**src/rtl/per_group_tile_insertion_binner_defines.svh**
```systemverilog
// Assertion macros used by the binner top level.
`ifndef PER_GROUP_TILE_INSERTION_BINNER_DEFINES_SVH
`define PER_GROUP_TILE_INSERTION_BINNER_DEFINES_SVH

// The consequent must hold in the same cycle as the antecedent.
`define PTIB_ASSERT_SAME(lbl, clk, rst_n, ante, cons, msg) \
	lbl: assert property (@(posedge clk) disable iff (!rst_n) (ante) |-> (cons)) \
		else $error(msg);

// The consequent must hold in the cycle after the antecedent.
`define PTIB_ASSERT_NEXT(lbl, clk, rst_n, ante, cons, msg) \
	lbl: assert property (@(posedge clk) disable iff (!rst_n) (ante) |=> (cons)) \
		else $error(msg);

`endif

```
**src/rtl/ptib_pkg.sv**
```systemverilog
// Package with widths, codes and types of the per-group tile insertion binner.
`default_nettype none

package ptib_pkg;

	localparam int COORD_W     = 32;
	localparam int COUNT_W     = 32;
	localparam int GROUP_W     = 4;
	localparam int MODE_W      = 2;
	localparam int GROUP_COUNT = 16;
	localparam int GROUP_IDX_W = (GROUP_COUNT > 1) ? $clog2(GROUP_COUNT) : 1;
	localparam int DIV_CNT_W   = $clog2(COORD_W);

	localparam int CFG_IDX_W  = 2;
	localparam int CFG_DATA_W = 32;

	localparam logic [CFG_IDX_W-1:0] CFG_TILE_WIDTH  = 2'd0;
	localparam logic [CFG_IDX_W-1:0] CFG_INSERT_MODE = 2'd1;
	localparam logic [CFG_IDX_W-1:0] CFG_CLIP_END    = 2'd2;

	localparam logic [MODE_W-1:0] MODE_BOTH   = 2'd0;
	localparam logic [MODE_W-1:0] MODE_STARTS = 2'd1;
	localparam logic [MODE_W-1:0] MODE_ENDS   = 2'd2;

	localparam logic OP_INSERT = 1'b0;
	localparam logic OP_FLUSH  = 1'b1;

	typedef struct packed {
		logic               start;
		logic [COORD_W-1:0] coord;
		logic [COORD_W-1:0] width;
	} div_req_t;

	typedef struct packed {
		logic               done;
		logic [COORD_W-1:0] tile_start;
	} div_rsp_t;

endpackage

`default_nettype wire

```
**src/rtl/ptib_if.sv**
```systemverilog
// Valid/ready channel interfaces for insertion items and reported tiles.
`default_nettype none

interface ptib_item_if;
	logic                             valid;
	logic                             ready;
	logic                             operation;
	logic [ptib_pkg::COORD_W-1:0]     coord;
	logic [ptib_pkg::GROUP_W-1:0]     group;
	logic                             is_start;

	modport source (output valid, operation, coord, group, is_start, input ready);
	modport sink   (input valid, operation, coord, group, is_start, output ready);
endinterface

interface ptib_tile_if;
	logic                             valid;
	logic                             ready;
	logic [ptib_pkg::GROUP_W-1:0]     out_group;
	logic [ptib_pkg::COORD_W-1:0]     tile_start;
	logic [ptib_pkg::COORD_W-1:0]     tile_end;
	logic [ptib_pkg::COUNT_W-1:0]     tile_count;
	logic                             last;

	modport source (output valid, out_group, tile_start, tile_end, tile_count, last,
		input ready);
	modport sink   (input valid, out_group, tile_start, tile_end, tile_count, last,
		output ready);
endinterface

`default_nettype wire

```
**src/rtl/ptib_tile_div.sv**
```systemverilog
// Bit-serial remainder unit that rounds a coordinate down to its tile start.
`default_nettype none

module ptib_tile_div (
	input  wire logic                clk,
	input  wire logic                arst_n,
	input  wire ptib_pkg::div_req_t  req,
	output ptib_pkg::div_rsp_t       rsp
);

	typedef enum logic [1:0] {
		D_IDLE,
		D_STEP,
		D_FIX
	} div_state_t;

	div_state_t                       state_q;
	logic [ptib_pkg::DIV_CNT_W-1:0]   cnt_q;
	logic                             done_q;
	logic [ptib_pkg::COORD_W-1:0]     coord_q;
	logic [ptib_pkg::COORD_W-1:0]     dvd_q;
	logic [ptib_pkg::COORD_W-1:0]     w_q;
	logic [ptib_pkg::COORD_W-1:0]     rem_q;
	logic [ptib_pkg::COORD_W-1:0]     start_q;

	logic [ptib_pkg::COORD_W:0]       rem_shift;
	logic [ptib_pkg::COORD_W:0]       op_a;
	logic [ptib_pkg::COORD_W:0]       op_b;
	logic [ptib_pkg::COORD_W:0]       diff;

	// One subtractor serves both the restoring steps and the final correction.
	always_comb begin
		rem_shift = {rem_q, dvd_q[ptib_pkg::COORD_W-1]};
		if (state_q == D_FIX) begin
			op_a = {1'b0, coord_q};
			op_b = {1'b0, rem_q};
		end else begin
			op_a = rem_shift;
			op_b = {1'b0, w_q};
		end
		diff = op_a - op_b;
	end

	always_ff @(posedge clk or negedge arst_n) begin
		if (!arst_n) begin
			state_q <= D_IDLE;
			cnt_q   <= '0;
			done_q  <= 1'b0;
		end else begin
			done_q <= 1'b0;
			unique case (state_q)
				D_IDLE: begin
					if (req.start) begin
						cnt_q   <= '0;
						state_q <= D_STEP;
					end
				end
				D_STEP: begin
					cnt_q <= cnt_q + 1'b1;
					if (cnt_q == ptib_pkg::DIV_CNT_W'(ptib_pkg::COORD_W - 1)) begin
						state_q <= D_FIX;
					end
				end
				D_FIX: begin
					done_q  <= 1'b1;
					state_q <= D_IDLE;
				end
				default: state_q <= D_IDLE;
			endcase
		end
	end

	always_ff @(posedge clk) begin
		unique case (state_q)
			D_IDLE: begin
				if (req.start) begin
					coord_q <= req.coord;
					dvd_q   <= req.coord;
					w_q     <= req.width;
					rem_q   <= '0;
				end
			end
			D_STEP: begin
				dvd_q <= {dvd_q[ptib_pkg::COORD_W-2:0], 1'b0};
				rem_q <= diff[ptib_pkg::COORD_W] ? rem_shift[ptib_pkg::COORD_W-1:0]
					: diff[ptib_pkg::COORD_W-1:0];
			end
			D_FIX: begin
				start_q <= diff[ptib_pkg::COORD_W-1:0];
			end
			default: ;
		endcase
	end

	assign rsp.done       = done_q;
	assign rsp.tile_start = start_q;

endmodule

`default_nettype wire

```
**src/rtl/per_group_tile_insertion_binner.sv**
```systemverilog
// Top level of the per-group tile insertion binner.
//
//   Channel  Dir  Beat                                           Handshake
//   items    in   operation, coord, group, is_start              valid/ready
//   tiles    out  out_group, tile_start, tile_end, tile_count,   valid/ready
//                 last
//   cfg      in   cfg_idx, cfg_data                              cfg_we only
//
// An insertion runs through the one-bit-per-cycle remainder unit, and also
// through S_ADD and S_EMIT when it reports the group's previous tile.
// A flush scans groups in order and reports each open tile via S_ADD and S_EMIT.
// Reset clears all groups and loads the register reset values.
// A stalled tiles beat holds the sequencer before the next report only.
`default_nettype none
`include "per_group_tile_insertion_binner_defines.svh"

module per_group_tile_insertion_binner (
	input  wire logic                                clk,
	input  wire logic                                arst_n,
	input  wire logic                                cfg_we,
	input  wire logic [ptib_pkg::CFG_IDX_W-1:0]      cfg_idx,
	input  wire logic [ptib_pkg::CFG_DATA_W-1:0]     cfg_data,
	ptib_item_if.sink                                items,
	ptib_tile_if.source                              tiles
);

	typedef enum logic [2:0] {
		S_IDLE,
		S_DIV,
		S_CHECK,
		S_SCAN,
		S_ADD,
		S_EMIT
	} state_t;

	state_t                                 state_q;
	logic [ptib_pkg::COORD_W-1:0]           tile_width_q;
	logic [ptib_pkg::MODE_W-1:0]            insert_mode_q;
	logic [ptib_pkg::COORD_W-1:0]           clip_end_q;
	logic [ptib_pkg::GROUP_COUNT-1:0]       open_valid_q;
	logic [ptib_pkg::COORD_W-1:0]           open_start_q [ptib_pkg::GROUP_COUNT];
	logic [ptib_pkg::COUNT_W-1:0]           open_tally_q [ptib_pkg::GROUP_COUNT];
	logic [ptib_pkg::GROUP_IDX_W-1:0]       idx_q;
	logic                                   flush_q;
	logic                                   emit_last_q;
	logic [ptib_pkg::COORD_W-1:0]           ts_q;
	logic [ptib_pkg::COORD_W-1:0]           end_q;
	logic                                   out_valid_q;
	logic [ptib_pkg::GROUP_W-1:0]           out_group_q;
	logic [ptib_pkg::COORD_W-1:0]           out_start_q;
	logic [ptib_pkg::COORD_W-1:0]           out_end_q;
	logic [ptib_pkg::COUNT_W-1:0]           out_count_q;
	logic                                   out_last_q;

	logic                                   accept;
	logic                                   keep;
	logic                                   in_range;
	logic                                   ins_go;
	logic                                   out_free;
	logic                                   emit_load;
	logic                                   flush_end;
	logic                                   hit;
	logic [ptib_pkg::COORD_W-1:0]           eff_w;
	logic [ptib_pkg::COORD_W:0]             end_sum;
	logic [ptib_pkg::GROUP_COUNT-1:0]       ge_mask;
	logic [ptib_pkg::GROUP_COUNT-1:0]       gt_mask;
	logic                                   any_ge;
	logic                                   any_gt;
	ptib_pkg::div_req_t                     div_req;
	ptib_pkg::div_rsp_t                     div_rsp;

	always_comb begin
		eff_w = (tile_width_q == '0) ? ptib_pkg::COORD_W'(1) : tile_width_q;
		unique case (insert_mode_q)
			ptib_pkg::MODE_BOTH:   keep = 1'b1;
			ptib_pkg::MODE_STARTS: keep = items.is_start;
			default:               keep = !items.is_start;
		endcase
		in_range  = int'(items.group) < ptib_pkg::GROUP_COUNT;
		accept    = items.valid && items.ready;
		ins_go    = accept && (items.operation == ptib_pkg::OP_INSERT) && keep && in_range;
		out_free  = !out_valid_q || tiles.ready;
		emit_load = (state_q == S_EMIT) && out_free;
		flush_end = emit_load && flush_q && emit_last_q;
		hit       = open_valid_q[idx_q] && (open_start_q[idx_q] == ts_q);
		end_sum   = {1'b0, open_start_q[idx_q]} + {1'b0, eff_w};
		for (int i = 0; i < ptib_pkg::GROUP_COUNT; i++) begin
			ge_mask[i] = i >= int'(idx_q);
			gt_mask[i] = i > int'(idx_q);
		end
		any_ge = |(open_valid_q & ge_mask);
		any_gt = |(open_valid_q & gt_mask);
	end

	assign items.ready = (state_q == S_IDLE);

	assign div_req.start = ins_go;
	assign div_req.coord = items.coord;
	assign div_req.width = eff_w;

	ptib_tile_div u_div (
		.clk    (clk),
		.arst_n (arst_n),
		.req    (div_req),
		.rsp    (div_rsp)
	);

	always_ff @(posedge clk or negedge arst_n) begin
		if (!arst_n) begin
			state_q       <= S_IDLE;
			tile_width_q  <= ptib_pkg::COORD_W'(1);
			insert_mode_q <= ptib_pkg::MODE_BOTH;
			clip_end_q    <= '1;
			open_valid_q  <= '0;
			idx_q         <= '0;
			flush_q       <= 1'b0;
			emit_last_q   <= 1'b0;
			out_valid_q   <= 1'b0;
		end else begin
			if (cfg_we) begin
				unique case (cfg_idx)
					ptib_pkg::CFG_TILE_WIDTH:  tile_width_q  <= cfg_data;
					ptib_pkg::CFG_INSERT_MODE: insert_mode_q <= cfg_data[ptib_pkg::MODE_W-1:0];
					ptib_pkg::CFG_CLIP_END:    clip_end_q    <= cfg_data;
					default: ;
				endcase
			end
			if (emit_load) begin
				out_valid_q <= 1'b1;
			end else if (tiles.ready) begin
				out_valid_q <= 1'b0;
			end
			unique case (state_q)
				S_IDLE: begin
					if (accept && items.operation == ptib_pkg::OP_FLUSH) begin
						flush_q <= 1'b1;
						idx_q   <= '0;
						state_q <= S_SCAN;
					end else if (ins_go) begin
						flush_q <= 1'b0;
						idx_q   <= ptib_pkg::GROUP_IDX_W'(items.group);
						state_q <= S_DIV;
					end
				end
				S_DIV: begin
					if (div_rsp.done) begin
						state_q <= S_CHECK;
					end
				end
				S_CHECK: begin
					if (hit) begin
						state_q <= S_IDLE;
					end else if (open_valid_q[idx_q]) begin
						emit_last_q <= 1'b1;
						state_q     <= S_ADD;
					end else begin
						open_valid_q[idx_q] <= 1'b1;
						state_q             <= S_IDLE;
					end
				end
				S_SCAN: begin
					if (!any_ge) begin
						open_valid_q <= '0;
						state_q      <= S_IDLE;
					end else if (open_valid_q[idx_q]) begin
						emit_last_q <= !any_gt;
						state_q     <= S_ADD;
					end else begin
						idx_q <= idx_q + 1'b1;
					end
				end
				S_ADD: begin
					state_q <= S_EMIT;
				end
				S_EMIT: begin
					if (out_free) begin
						if (!flush_q) begin
							state_q <= S_IDLE;
						end else if (emit_last_q) begin
							open_valid_q <= '0;
							state_q      <= S_IDLE;
						end else begin
							idx_q   <= idx_q + 1'b1;
							state_q <= S_SCAN;
						end
					end
				end
				default: state_q <= S_IDLE;
			endcase
		end
	end

	always_ff @(posedge clk) begin
		if (state_q == S_DIV && div_rsp.done) begin
			ts_q <= div_rsp.tile_start;
		end
		if (state_q == S_CHECK) begin
			if (hit) begin
				if (open_tally_q[idx_q] != '1) begin
					open_tally_q[idx_q] <= open_tally_q[idx_q] + 1'b1;
				end
			end else if (!open_valid_q[idx_q]) begin
				open_start_q[idx_q] <= ts_q;
				open_tally_q[idx_q] <= ptib_pkg::COUNT_W'(1);
			end
		end
		if (state_q == S_ADD) begin
			end_q <= end_sum[ptib_pkg::COORD_W] ? '1 : end_sum[ptib_pkg::COORD_W-1:0];
		end
		if (emit_load) begin
			out_group_q <= ptib_pkg::GROUP_W'(idx_q);
			out_start_q <= open_start_q[idx_q];
			out_end_q   <= (end_q > clip_end_q) ? clip_end_q : end_q;
			out_count_q <= open_tally_q[idx_q];
			out_last_q  <= emit_last_q;
			if (!flush_q) begin
				open_start_q[idx_q] <= ts_q;
				open_tally_q[idx_q] <= ptib_pkg::COUNT_W'(1);
			end
		end
	end

	assign tiles.valid      = out_valid_q;
	assign tiles.out_group  = out_group_q;
	assign tiles.tile_start = out_start_q;
	assign tiles.tile_end   = out_end_q;
	assign tiles.tile_count = out_count_q;
	assign tiles.last       = out_last_q;

	`PTIB_ASSERT_SAME(a_div_done, clk, arst_n, div_rsp.done, state_q == S_DIV, "Stray divide.")
	`PTIB_ASSERT_SAME(a_emit_ok, clk, arst_n, state_q == S_EMIT, open_valid_q[idx_q], "No tile.")
	`PTIB_ASSERT_NEXT(a_flush_clr, clk, arst_n, flush_end, open_valid_q == '0, "Groups open.")

endmodule

`default_nettype wire
```
**src/flat_wrapper.sv**
```systemverilog
// flat-port wrapper written by rule: the top's interface ports become plain ports
module per_group_tile_insertion_binner_flat 
  (clk, arst_n, cfg_we, cfg_idx, cfg_data, items_valid, items_operation, items_coord, items_group, items_is_start, items_ready, tiles_valid, tiles_out_group, tiles_tile_start, tiles_tile_end, tiles_tile_count, tiles_last, tiles_ready);
  ptib_item_if items_i ();
  ptib_tile_if tiles_i ();
  input  wire logic clk;
  input  wire logic arst_n;
  input  wire logic cfg_we;
  input  wire logic [ptib_pkg::CFG_IDX_W-1:0] cfg_idx;
  input  wire logic [ptib_pkg::CFG_DATA_W-1:0] cfg_data;
  input wire logic [$bits(items_i.valid)-1:0] items_valid;
  input wire logic [$bits(items_i.operation)-1:0] items_operation;
  input wire logic [$bits(items_i.coord)-1:0] items_coord;
  input wire logic [$bits(items_i.group)-1:0] items_group;
  input wire logic [$bits(items_i.is_start)-1:0] items_is_start;
  output wire logic [$bits(items_i.ready)-1:0] items_ready;
  output wire logic [$bits(tiles_i.valid)-1:0] tiles_valid;
  output wire logic [$bits(tiles_i.out_group)-1:0] tiles_out_group;
  output wire logic [$bits(tiles_i.tile_start)-1:0] tiles_tile_start;
  output wire logic [$bits(tiles_i.tile_end)-1:0] tiles_tile_end;
  output wire logic [$bits(tiles_i.tile_count)-1:0] tiles_tile_count;
  output wire logic [$bits(tiles_i.last)-1:0] tiles_last;
  input wire logic [$bits(tiles_i.ready)-1:0] tiles_ready;
  assign items_i.valid = items_valid;
  assign items_i.operation = items_operation;
  assign items_i.coord = items_coord;
  assign items_i.group = items_group;
  assign items_i.is_start = items_is_start;
  assign items_ready = items_i.ready;
  assign tiles_valid = tiles_i.valid;
  assign tiles_out_group = tiles_i.out_group;
  assign tiles_tile_start = tiles_i.tile_start;
  assign tiles_tile_end = tiles_i.tile_end;
  assign tiles_tile_count = tiles_i.tile_count;
  assign tiles_last = tiles_i.last;
  assign tiles_i.ready = tiles_ready;
  per_group_tile_insertion_binner u_core (.clk(clk), .arst_n(arst_n), .cfg_we(cfg_we), .cfg_idx(cfg_idx), .cfg_data(cfg_data), .items(items_i), .tiles(tiles_i));
endmodule
```
**config.mk**
```make
export PLATFORM = sky130hd
export DESIGN_NAME = per_group_tile_insertion_binner_flat
export DESIGN_NICKNAME = d
export VERILOG_FILES = /design/src/rtl/ptib_pkg.sv /design/src/rtl/ptib_if.sv /design/src/rtl/ptib_tile_div.sv /design/src/rtl/per_group_tile_insertion_binner.sv /design/src/flat_wrapper.sv
export VERILOG_INCLUDE_DIRS = /design/src /design/src/rtl
export SDC_FILE = /design/constraint.sdc
export NUM_CORES = 2
export LEC_CHECK = 0
export ABC_AREA = 1
export BUFFER_PORTS_ARGS = -buffer_cell sky130_fd_sc_hd__buf_4
export CORE_ASPECT_RATIO = 0.9
export CORE_UTILIZATION = 41
export CTS_BUF_LIST = sky130_fd_sc_hd__clkbuf_8
export DETAILED_ROUTE_END_ITERATION = 10
export PLACE_DENSITY = 0.68
export SYNTH_ARGS = -nofsm -noshare
export SYNTH_HDL_FRONTEND = slang
export SYNTH_HIERARCHICAL = 1
export SYNTH_SLANG_ARGS = --single-unit
```
**constraint.sdc**
```tcl
create_clock -name clk -period 14.55 [get_ports clk]
set_input_delay 2.1825 -clock clk [delete_from_list [all_inputs] [get_ports clk]]
set_output_delay 2.1825 -clock clk [all_outputs]
set_load 0.02 [all_outputs]
```
==> results.cfg <==
[final_layout]
top_regs = u_core/open_start_q: 512 flops, u_core/open_tally_q: 512 flops
fill_cells = 15340
drive_gt1_share_pct = 10.23
area_growth_pct = 10.81
fin_cells = 9561
nets = 7336

[global_route]
antenna_found_initial = 7
grt_pass1_wl_um = 293200
overflow = 0
first_global_vias = 47480
gr-usage-all-layers_pct = 23.07
grt_max_degree = 168

[logic_synthesis]
synth_top_area_share_pct = 59.34
synth_area_per_cell_um2 = 9.768
synth_edf_count = 1349
yosys-top-cells-area = edfxtp_1 (59%), nand2_1 (10%), inv_1 (4.8%)
ys_dominant_reg_cell = edfxtp_1
ys_async_sr_fraction_pct = 6.901
seq_area_frac_synth_pct = 63.07
synth_seq_cells = 1449
synth_cell_types = 65
yosys.area.top_type = edfxtp_1
syn_inst = 6988
yosys_warnings = 6
yosysMostFrequentCell = nand2_1
synthesis.nets = 7166
synth.cell_area_mm2 = 0.06826
yosys-top-cells-count = nand2_1 (1,886), edfxtp_1 (1,349), inv_1 (878), nor2_1 (817), nand3_1 (456)

[sta]
tns_ns = 0
timing.max_slew.rel_slack_pct = 9.138
fin_crit_sh_pct = 45.77
rsz0062_at_grt = no
final_max_slew_viol_count = 0
layout_min_cycle_time_ns = 6.659
setup_viol = 0
clock.fmax_mhz = 150.2
hold_violations = 0
fin_skew_ns = 0.05946
tightest_slew_ns = 1.363

[clocking]
clockBufferDepth = 3
postCtsResizedCells = 0
cts_max_level = 4
post-cts-setup-buffer-count = 0
clock-sinks = 1449
cts_hold_buffers = 0
path_clk_slew_ns = 0.06
insertion_delay_ns = 0.96
numCtsBuffers = 217
tritoncts = built
cts-root-buf = clkbuf_8

[status]
run_status = finished, final reports clean

[placement]
place.gp.congestion = 0.9660
dpl.hpwl_um = 124100
numPlacedInstances = 9155
io_buffers = 179

[detailed_routing]
wl_um = 197100
wl_per_cell_um = 20.62
drt_iter0_drc = 5854
antenna_left = 0
vias = 49970
drc_errors = 0
vias_per_cell = 5.227
first_pass_iters = 8

[power_and_ir_drop]
ir_worst_vdd_mv = 0.1353
power.leakage_uw = 0.03136
cellPowerDensity_mw_per_mm2 = 212.9
total_power_uw = 16100

[critical_path]
startpoint_type = register
crit_top_cell = nand2_1
critPathSlowestCell = buf_4
arrival_ns = 7.23
critPathKind = reg2reg
max_stage_delay_ns = 0.77
worstPathRequired_ns = 15.12
r2r_slack_ns = 7.89
worstSetupEndpointType = register
cp_max_fo = 81
path_cells = buf_4, buf_4, buf_4, nor2_1, nor2_1, o21ai_0, nand2_1, nand2_1, nand3_1, nand3_1, nand2_1, nand2_1, nor2_1, nand2_1, nor2_2, nand2_2, nor2_4, nand2_4, a21oi_4, buf_4

[worst_hold_path]
hp-class = reg2reg

[floorplanning]
fp.coreArea_mm2 = 0.1648
dieArea_mm2 = 0.1681
fp.dieH_um = 389.1
rows = 141
dieWidth_um = 432.1
io_pins = 180
initial_core_util_pct = 41.43

[flow_run]
maxCapViolCount = 0
==> cell type report <==
type	instances	area (µm²)	share of cell area, %
clock inverters	175	955.9	1.264
repair buffers	269	2032	2.686
multi-input cells	4312	20240	26.76
clock buffers	227	3124	4.130
flip-flops and latches	1449	43070	56.93
diodes	4	10.01	0.01323
inverters	909	3440	4.547
well taps	2216	2773	3.666
==> per-stage QoR <==
stage	worst slack (ns)	instance area, µm²	utilization (%)	hold WS, ns
5_1_grt	7.408	75640	45.91	0.4273
2_1_floorplan	4.978	68260	-	0.4003
3_5_place_dp	8.012	71550	43.42	0.4045
4_1_cts	7.989	75630	45.90	0.4162
6_report	7.891	75640	45.91	0.4201
3_3_place_gp	8.123	71550	43.42	0.4003
==> cells by family (layout without fill, tap and decap cells) <==
group                    count (synthesis)  after routing  synth area share (%)
AO/OA/AOI/OAI                          797            797                 6.331
XOR/XNOR                                18             18                0.2309
multiplexers                            18             18                0.2823
flip-flops                            1449           1449                 63.07
other                                    0              4                     0
buffers and inverters                 1227           1580                 7.786
adder cells (fa/ha/maj)                101            101                 1.873
AND/OR/NAND/NOR                       3378           3378                 20.43
==> worst paths after layout <==
kind	start	endpoint	cells after the start
worst max-delay path	u_core/idx_q[0]	u_core/open_tally_q[11][4]	20
worst min-delay path	u_core/u_div/start_q[13]	u_core/ts_q[13]	0
worst max register to register	u_core/idx_q[0]	u_core/open_tally_q[11][4]	20
worst min register to register	u_core/u_div/start_q[13]	u_core/ts_q[13]	0
max in group asynchronous	arst_n	u_core/tile_width_q[22]	2
min in group asynchronous	arst_n	u_core/tile_width_q[3]	1
==> routing by layer <==
metal,routed length [µm],GRT usage (%),vias to the layer above
li1,-,-,23420
met1,82130,31.52,24020
met2,92530,37.15,2167
met3,16070,3.586,370
met4,6401,8.420,2
met5,13,0,-
==> where the power goes <==
part	internal, µW	switching [µW]	leakage [µW]
registers	5700	235	0.0134
logic	1800	5200	0.0155
clock network	1540	1620	0.00238
total	9040	7060	0.0314
==> worst max-delay path: cells and delay by family (launching register included) <==
family	cells	cell delay [ns]
AO/OA/AOI/OAI	2	0.63
buffers and inverters	4	2.61
flip-flops	1	0.69
AND/OR/NAND/NOR	14	2.17
==> cells in the final DEF, fill, tap and decap left out, types with 23 or more instances in the layout <==
cell,count
inv_1,953
nor2_4,23
nor3_1,25
clkinv_2,34
clkinv_1,50
inv_2,23
dfstp_2,33
o21ai_0,455
nand3_1,454
o21ai_1,62
o211ai_1,45
buf_4,268
nand3b_1,33
edfxtp_1,1349
a21oi_1,151
nand4_1,55
clkbuf_8,227
o22ai_1,24
nor2_1,797
ha_1,99
dfrtp_1,63
nand2_1,1885
No activity file was read; power rests on OpenSTA's default activity.
